File: src/hdl/ir_ternary_pulse_distance_encoder_defines.svh
// assertion macros for the encoder rtl
`ifndef IR_TERNARY_PULSE_DISTANCE_ENCODER_DEFINES_SVH
`define IR_TERNARY_PULSE_DISTANCE_ENCODER_DEFINES_SVH

// same-cycle implication, disabled while reset is low
`define ITE_ASSERT_IMP(label, clk, rst_n, ante, cons, msg) \
	label: assert property (@(posedge clk) disable iff (!rst_n) (ante) |-> (cons)) \
		else $error(msg);

// next-cycle implication, disabled while reset is low
`define ITE_ASSERT_NXT(label, clk, rst_n, ante, cons, msg) \
	label: assert property (@(posedge clk) disable iff (!rst_n) (ante) |=> (cons)) \
		else $error(msg);

`endif

File: src/hdl/ite_pkg.sv
// types, constants and decode functions of the pulse-distance encoder
`default_nettype none
package ite_pkg;

	localparam int unsigned LIMIT_W = 12;
	localparam int unsigned LEN_W   = 6;
	localparam int unsigned IDX_W   = 3;

	localparam logic [1:0] ACT_START = 2'd0;
	localparam logic [1:0] ACT_CHAR  = 2'd1;
	localparam logic [1:0] ACT_END   = 2'd2;

	localparam logic [7:0] MARK_BYTE  = 8'h00;
	localparam logic [7:0] SPACE_BYTE = 8'hFF;

	localparam logic [LEN_W-1:0] HDR_MARK   = 6'd32;
	localparam logic [LEN_W-1:0] HDR_SPACE  = 6'd16;
	localparam logic [LEN_W-1:0] BIT_MARK   = 6'd4;
	localparam logic [LEN_W-1:0] SPACE_D0   = 6'd4;
	localparam logic [LEN_W-1:0] SPACE_D1   = 6'd8;
	localparam logic [LEN_W-1:0] SPACE_D2   = 6'd12;
	localparam logic [LEN_W-1:0] TRAIL_MARK = 6'd4;

	localparam logic [4:0] BLANK_CODE = 5'd26;
	localparam logic [LIMIT_W-1:0] LIMIT_RESET = 12'd3000;

	typedef enum logic {
		ST_IDLE,
		ST_RUN
	} state_t;

	// requests from the sequencer to the byte counter
	typedef struct packed {
		logic clear;
		logic step;
	} cnt_ctrl_t;

	// byte counter view of the limit
	typedef struct packed {
		logic room;
		logic final_byte;
	} cnt_status_t;

	// {valid, code}: letters to 0..25, blank to 26
	function automatic logic [5:0] char_to_code(input logic [7:0] ch);
		logic [7:0] diff;
		diff = 8'h00;
		if (ch >= 8'h41 && ch <= 8'h5A) begin
			diff = ch - 8'h41;
			return {1'b1, diff[4:0]};
		end else if (ch >= 8'h61 && ch <= 8'h7A) begin
			diff = ch - 8'h61;
			return {1'b1, diff[4:0]};
		end else if (ch == 8'h20) begin
			return {1'b1, BLANK_CODE};
		end
		return 6'd0;
	endfunction

	// three base-3 digits, most significant in the top pair
	function automatic logic [5:0] code_digits(input logic [4:0] code);
		logic [1:0] d0;
		logic [1:0] d1;
		logic [1:0] d2;
		logic [4:0] r;
		if (code >= 5'd18) begin
			d0 = 2'd2;
			r  = code - 5'd18;
		end else if (code >= 5'd9) begin
			d0 = 2'd1;
			r  = code - 5'd9;
		end else begin
			d0 = 2'd0;
			r  = code;
		end
		if (r >= 5'd6) begin
			d1 = 2'd2;
			r  = r - 5'd6;
		end else if (r >= 5'd3) begin
			d1 = 2'd1;
			r  = r - 5'd3;
		end else begin
			d1 = 2'd0;
		end
		d2 = r[1:0];
		return {d0, d1, d2};
	endfunction

	function automatic logic [LEN_W-1:0] space_len(input logic [1:0] d);
		case (d)
			2'd0:    return SPACE_D0;
			2'd1:    return SPACE_D1;
			default: return SPACE_D2;
		endcase
	endfunction

	// length of run idx for the item kind; even runs are marks, odd are spaces
	function automatic logic [LEN_W-1:0] run_len(input logic [1:0] kind,
			input logic [IDX_W-1:0] idx, input logic [5:0] digits);
		logic [1:0] d;
		case (idx[2:1])
			2'd0:    d = digits[5:4];
			2'd1:    d = digits[3:2];
			default: d = digits[1:0];
		endcase
		case (kind)
			ACT_START: return (idx == '0) ? HDR_MARK : HDR_SPACE;
			ACT_CHAR:  return idx[0] ? space_len(d) : BIT_MARK;
			default:   return TRAIL_MARK;
		endcase
	endfunction

	function automatic logic [IDX_W-1:0] last_run(input logic [1:0] kind);
		case (kind)
			ACT_START: return 3'd1;
			ACT_CHAR:  return 3'd5;
			default:   return 3'd0;
		endcase
	endfunction

endpackage
`default_nettype wire

File: src/hdl/ite_limit.sv
// byte counter with limit register and the shared limit compare
`default_nettype none
module ite_limit
	import ite_pkg::*;
(
	input  wire logic               clk,
	input  wire logic               arst_n,
	input  wire logic               cfg_we,
	input  wire logic [LIMIT_W-1:0] cfg_data,
	input  wire cnt_ctrl_t          ctrl,
	output cnt_status_t             status
);

	logic [LIMIT_W-1:0] limit_q;
	logic [LIMIT_W-1:0] sent_q;
	logic [LIMIT_W:0]   sent_inc;

	assign sent_inc = {1'b0, sent_q} + {{LIMIT_W{1'b0}}, 1'b1};

	always_ff @(posedge clk or negedge arst_n) begin
		if (!arst_n) begin
			limit_q <= LIMIT_RESET;
			sent_q  <= '0;
		end else begin
			if (cfg_we) begin
				limit_q <= cfg_data;
			end
			if (ctrl.clear) begin
				sent_q <= '0;
			end else if (ctrl.step) begin
				sent_q <= sent_inc[LIMIT_W-1:0];
			end
		end
	end

	assign status.room       = sent_q < limit_q;
	// this byte fills the budget, nothing more may follow
	assign status.final_byte = sent_inc == {1'b0, limit_q};

endmodule
`default_nettype wire

File: src/hdl/ite_seq.sv
// run sequencer: walks the mark and space runs of one item, one byte a cycle while the output is free
`default_nettype none
module ite_seq
	import ite_pkg::*;
(
	input  wire logic        clk,
	input  wire logic        arst_n,
	input  wire logic        in_valid,
	input  wire logic [1:0]  action,
	input  wire logic [7:0]  char_code,
	output logic             in_ready,
	input  wire logic        out_free,
	input  wire cnt_status_t status,
	output cnt_ctrl_t        ctrl,
	output logic             emit,
	output logic [7:0]       line_byte,
	output logic             last
);

	state_t               state_q, state_d;
	logic [1:0]           kind_q, kind_d;
	logic [5:0]           digits_q, digits_d;
	logic [IDX_W-1:0]     idx_q, idx_d;
	logic [LEN_W-1:0]     left_q, left_d;
	logic [5:0]           decoded;
	logic [IDX_W-1:0]     idx_next;
	logic                 last_of_item;

	assign decoded  = char_to_code(char_code);
	assign idx_next = idx_q + 3'd1;
	assign in_ready = state_q == ST_IDLE;

	always_ff @(posedge clk or negedge arst_n) begin
		if (!arst_n) begin
			state_q <= ST_IDLE;
		end else begin
			state_q <= state_d;
		end
	end

	always_ff @(posedge clk) begin
		kind_q   <= kind_d;
		digits_q <= digits_d;
		idx_q    <= idx_d;
		left_q   <= left_d;
	end

	assign line_byte    = idx_q[0] ? SPACE_BYTE : MARK_BYTE;
	assign last_of_item = (idx_q == last_run(kind_q)) && (left_q == 6'd1);
	assign last         = last_of_item || status.final_byte;

	always_comb begin
		state_d    = state_q;
		kind_d     = kind_q;
		digits_d   = digits_q;
		idx_d      = idx_q;
		left_d     = left_q;
		ctrl.clear = 1'b0;
		ctrl.step  = 1'b0;
		emit       = 1'b0;
		case (state_q)
			ST_IDLE: begin
				if (in_valid) begin
					kind_d   = action;
					digits_d = code_digits(decoded[4:0]);
					idx_d    = '0;
					left_d   = run_len(action, '0, 6'd0);
					case (action)
						ACT_START: begin
							ctrl.clear = 1'b1;
							state_d    = ST_RUN;
						end
						ACT_CHAR: begin
							if (decoded[5]) begin
								state_d = ST_RUN;
							end
						end
						ACT_END: begin
							state_d = ST_RUN;
						end
						default: begin
							state_d = ST_IDLE;
						end
					endcase
				end
			end
			ST_RUN: begin
				if (out_free) begin
					if (!status.room) begin
						state_d = ST_IDLE;
					end else begin
						emit      = 1'b1;
						ctrl.step = 1'b1;
						if (last) begin
							state_d = ST_IDLE;
						end else if (left_q == 6'd1) begin
							idx_d  = idx_next;
							left_d = run_len(kind_q, idx_next, digits_q);
						end else begin
							left_d = left_q - 6'd1;
						end
					end
				end
			end
			default: begin
				state_d = ST_IDLE;
			end
		endcase
	end

endmodule
`default_nettype wire

File: src/hdl/ir_ternary_pulse_distance_encoder.sv
// Infrared pulse-distance encoder: turns start, character and end items into a
// byte stream of marks (0x00) and spaces (0xFF) for a serial line. A start item
// gives 48 bytes, a letter or blank 24 to 48 bytes, an end item 4 bytes; the run
// sequencer steps one byte counter and emits one byte a cycle while tready
// allows, and it takes no new item until the current one is through. Unknown
// characters and action 3 are taken and emit nothing; an item that meets an
// already spent limit emits nothing. Bytes past the limit register are dropped
// and tlast moves to the final byte that was sent. The output register lets the
// next byte wait for tready.
`default_nettype none
`include "ir_ternary_pulse_distance_encoder_defines.svh"
module ir_ternary_pulse_distance_encoder
	import ite_pkg::*;
(
	input  wire logic               clk,
	input  wire logic               arst_n,
	input  wire logic               cfg_we,
	input  wire logic [LIMIT_W-1:0] cfg_data,  // buffer_limit
	input  wire logic               s_tvalid,
	output logic                    s_tready,
	input  wire logic [7:0]         s_tdata,   // char_code
	input  wire logic [1:0]         s_tuser,   // action
	output logic                    m_tvalid,
	input  wire logic               m_tready,
	output logic [7:0]              m_tdata,   // line_byte
	output logic                    m_tlast
);

	cnt_ctrl_t   ctrl;
	cnt_status_t status;
	logic        out_free;
	logic        emit;
	logic [7:0]  line_byte;
	logic        last;
	logic        m_tvalid_q;
	logic [7:0]  m_tdata_q;
	logic        m_tlast_q;

	ite_limit u_limit (
		.clk      (clk),
		.arst_n   (arst_n),
		.cfg_we   (cfg_we),
		.cfg_data (cfg_data),
		.ctrl     (ctrl),
		.status   (status)
	);

	ite_seq u_seq (
		.clk       (clk),
		.arst_n    (arst_n),
		.in_valid  (s_tvalid),
		.action    (s_tuser),
		.char_code (s_tdata),
		.in_ready  (s_tready),
		.out_free  (out_free),
		.status    (status),
		.ctrl      (ctrl),
		.emit      (emit),
		.line_byte (line_byte),
		.last      (last)
	);

	assign out_free = !m_tvalid_q || m_tready;

	always_ff @(posedge clk or negedge arst_n) begin
		if (!arst_n) begin
			m_tvalid_q <= 1'b0;
		end else if (emit) begin
			m_tvalid_q <= 1'b1;
		end else if (m_tready) begin
			m_tvalid_q <= 1'b0;
		end
	end

	always_ff @(posedge clk) begin
		if (emit) begin
			m_tdata_q <= line_byte;
			m_tlast_q <= last;
		end
	end

	assign m_tvalid = m_tvalid_q;
	assign m_tdata  = m_tdata_q;
	assign m_tlast  = m_tlast_q;

	// a byte is only produced while an item is in progress and the budget allows
	`ITE_ASSERT_IMP(a_emit_busy, clk, arst_n, emit, !s_tready, "byte emitted while idle")
	`ITE_ASSERT_IMP(a_emit_room, clk, arst_n, emit, status.room, "byte emitted past limit")
	// the final beat of an item frees the input side
	`ITE_ASSERT_NXT(a_last_idle, clk, arst_n, emit && last, s_tready, "busy after last beat")

endmodule
`default_nettype wire

File: config.mk
export PLATFORM = sky130hd
export DESIGN_NAME = ir_ternary_pulse_distance_encoder
export DESIGN_NICKNAME = d
export VERILOG_FILES = /design/src/hdl/ite_pkg.sv /design/src/hdl/ite_limit.sv /design/src/hdl/ite_seq.sv /design/src/hdl/ir_ternary_pulse_distance_encoder.sv
export VERILOG_INCLUDE_DIRS = /design/src /design/src/hdl
export SDC_FILE = /design/constraint.sdc
export NUM_CORES = 1
export LEC_CHECK = 0
export BUFFER_PORTS_ARGS = -buffer_cell sky130_fd_sc_hd__buf_2
export CAP_MARGIN = 10
export CORE_ASPECT_RATIO = 0.75
export CORE_MARGIN = 4
export CORE_UTILIZATION = 30
export CTS_CLUSTER_DIAMETER = 50
export CTS_CLUSTER_SIZE = 14
export DETAILED_ROUTE_END_ITERATION = 10
export PLACE_DENSITY_LB_ADDON = 0.08
export SYNTH_ARGS = -nofsm -noshare
export SYNTH_HDL_FRONTEND = slang
export SYNTH_SLANG_ARGS = --single-unit
File: constraint.sdc
create_clock -name clk -period 8.6 [get_ports clk]
set_input_delay 0.86 -clock clk [delete_from_list [all_inputs] [get_ports clk]]
set_output_delay 0.86 -clock clk [all_outputs]
set_load 0.02 [all_outputs]
==> flow_summary.ini <==
[sta]
fmax_mhz = 202
final_max_slew_viol_count = 0
tightest_slew_ns = 0.846
setup_tns_ns = 0
period_share = 0.576
rsz0062_at_grt = false
finClkSkew_ns = 0.00779
setup_viol = 0
slew-limit-headroom = 0.430
fin_crit_ns = 4.95
layout_setup_ws_ns = 3.65
final_hold_viol_count = 0

[clock_network]
insertion_delay_ns = 0.29
ctsHtreeMaxLevel = 2
path_clk_slew_ns = 0.07
cts_num_sinks = 45
cts_resized = 0
cts-hold-fix-buffers = 0
cts_root_buf = clkbuf_16
cts_tree = yes
post_cts_buffers = 0
cts_buffer_depth = 2
cts_made_buffers = 5

[synthesis]
synth_edf_count = 19
yosysWarningCount = 0
syn_area_per_cell_sq_um = 9.14
yosys_most_used_dff = edfxtp_1
ys_seq_elements = 45
synthesis.nets = 437
postSynthCellCount = 382
netlist_area_sq_mm = 0.00349
synth_cell_types = 65
synthArstFlopShare = 0.578
yosysSeqAreaShare = 0.352

[final_layout]
syn_to_final_growth_pct = 11.3
layout-drive-gt1-share = 0.182
antennaDiodeCount = 0
layout_common_cells = nand2_1, buf_2, o21ai_0
final_common_cell = nand2_1
nFillCells = 1177
multi_input_area_sq_mm = 0.00203
fin_nets = 467
seq_area_sq_mm = 0.00123

[global_route]
grt_pass1_wl_microns = 14000
grt_pass1_vias = 2689
grt_remaining_overflow = 0
grt.total_usage = 0.127
antenna_found_initial = 0
grt_start_max_net_pins = 27

[place]
gp_congestion = 0.878
place_ws_ns = 3.41
dp.final_hpwl_microns = 6580
port-buffer-count = 37

[drt]
avgRoutedWirePerCell_microns = 15.1
first_iter_violations = 173
wl_microns = 8340
firstDrtPassIters = 5
num_vias = 2834
vias_per_cell = 5.12
ant_nets = 0
drc_errors = 0

[setup_path]
crit_buf_inv = 5
critPathArrivalTime_ns = 5.10
cp-end-kind = register
path_max_fanout = 8
crit_chain = buf_2 > inv_1 > ha_1 > nor2b_1 > o31a_2 > and2_2 > a21oi_1 > ha_1 > inv_1 > a2111oi_4 > mux2i_1 > a41o_1 > o21ai_2 > inv_2 > ha_1 > inv_1 > nor4_1 > a31oi_1 > a31oi_1 > or4b_1 > o211ai_2
crit_type = in -> reg
critPathTopFamily = compound AO/OA/AOI/OAI gates
cp.required_ns = 8.74
max_stage_delay_ns = 0.51
slowest_stage = or4b_1
worst_setup_path_start_kind = input pin

[floorplan]
core_sq_mm = 0.0111
io_pins = 38
dieArea_sq_mm = 0.0134
row_count = 33
die_h_microns = 101
die_w_microns = 133
initial_core_util = 0.313

[power_and_ir_drop]
power_density_mw_per_mm2 = 170
total_power_uw = 663
peakVddDrop_mv = 0.0742
leakage_nw = 1.68

[job]
maxCapViolations = 0

[hold_path]
hold_path.class = reg -> reg

[status]
status = finished clean
## state kept, by name, summed over array words and instances (netlist names)
name / cells
u_seq.left_q: 6
m_tlast: 1
u_seq.state_q: 1
u_seq.kind_q: 2
u_limit.limit_q: 12
u_seq.idx_q: 3
u_seq.digits_q: 6
u_limit.sent_q: 12
m_tdata: 1
m_tvalid: 1
## worst paths after layout
path	to	slack, ns	cells after the start	from
worst max-delay path	u_seq.digits_q[0]$_DFFE_PP_	3.65	21	s_tdata[0]
worst min-delay path	u_limit.limit_q[4]$_DFFE_PN1P_	0.54	2	u_limit.limit_q[4]$_DFFE_PN1P_
worst max register to register	u_seq.left_q[1]$_SDFFCE_PP0P_	5.22	8	u_limit.sent_q[2]$_DFFE_PN0P_
worst min register to register	u_limit.limit_q[4]$_DFFE_PN1P_	0.54	2	u_limit.limit_q[4]$_DFFE_PN1P_
max in group asynchronous	u_limit.limit_q[6]$_DFFE_PN0P_	7.61	1	arst_n
min in group asynchronous	u_seq.state_q$_DFF_PN0_	0.59	1	arst_n
## layer usage
layer  global-route usage  routed length, microns
met5                    0                       0
met4               0.0224                      38
met1                0.207                    4750
met3               0.0218                     398
met2                0.174                    3150
## where the power goes
| part | switching [mW] | internal (mW) | leakage, nW |
|---|---|---|---|
| sequential | 0.0335 | 0.253 | 0.491 |
| combinational | 0.101 | 0.0821 | 1.12 |
| clock | 0.0851 | 0.108 | 0.0631 |
| total | 0.220 | 0.443 | 1.68 |
## worst min-delay path, cell delays in order (launching register included)
cell and delay (ns):
dfstp_2 0.37, inv_1 0.07, o21ai_0 0.09
## cell usage after synthesis (all sizes together), types with 6 or more instances
| cell type | count | area, sq um |
|---|---|---|
| nand2 | 43 | 161 |
| o21ai | 35 | 179 |
| inv | 31 | 116 |
| ha | 28 | 350 |
| nor2 | 22 | 82.6 |
| dfrtp | 19 | 475 |
| edfxtp | 19 | 571 |
| nand3 | 16 | 80.1 |
| nor3 | 14 | 75.1 |
| xnor2 | 14 | 130 |
| a21oi | 13 | 65.1 |
| xor2 | 13 | 121 |
| buf | 8 | 60.1 |
| dfstp | 7 | 184 |
| nor4 | 7 | 58.8 |
| or3 | 7 | 43.8 |
| a31oi | 6 | 37.5 |
| clkbuf | 6 | 23.8 |
| nor2b | 6 | 37.5 |
## metrics by stage
stage	instance area [sq um]	hold WS [ns]	utilization	instances
2_1_floorplan	3490	0.485	-	382
3_3_place_gp	3740	0.527	0.336	545
3_5_place_dp	3740	0.525	0.336	545
4_1_cts	3890	0.539	0.349	553
5_1_grt	3890	0.548	0.349	553
6_report	3890	0.540	0.349	553
## layout make-up
cell class | instances | share of cell area
Timing Repair Buffer | 38 | 0.0496
Inverter | 31 | 0.0299
Multi-Input combinational cell | 291 | 0.522
Clock inverter | 2 | 0.00386
Tap cell | 140 | 0.0451
Sequential cell | 45 | 0.316
Clock buffer | 6 | 0.0332
## kinds of logic after synthesis
family	synth area share
AND/OR/NAND/NOR	0.204
multiplexers	0.0183
XOR/XNOR	0.0720
buffers and inverters	0.0666
AO/OA/AOI/OAI	0.187
flip-flops	0.352
adder cells (fa/ha/maj)	0.100
No activity file was read; power rests on OpenSTA's default activity.
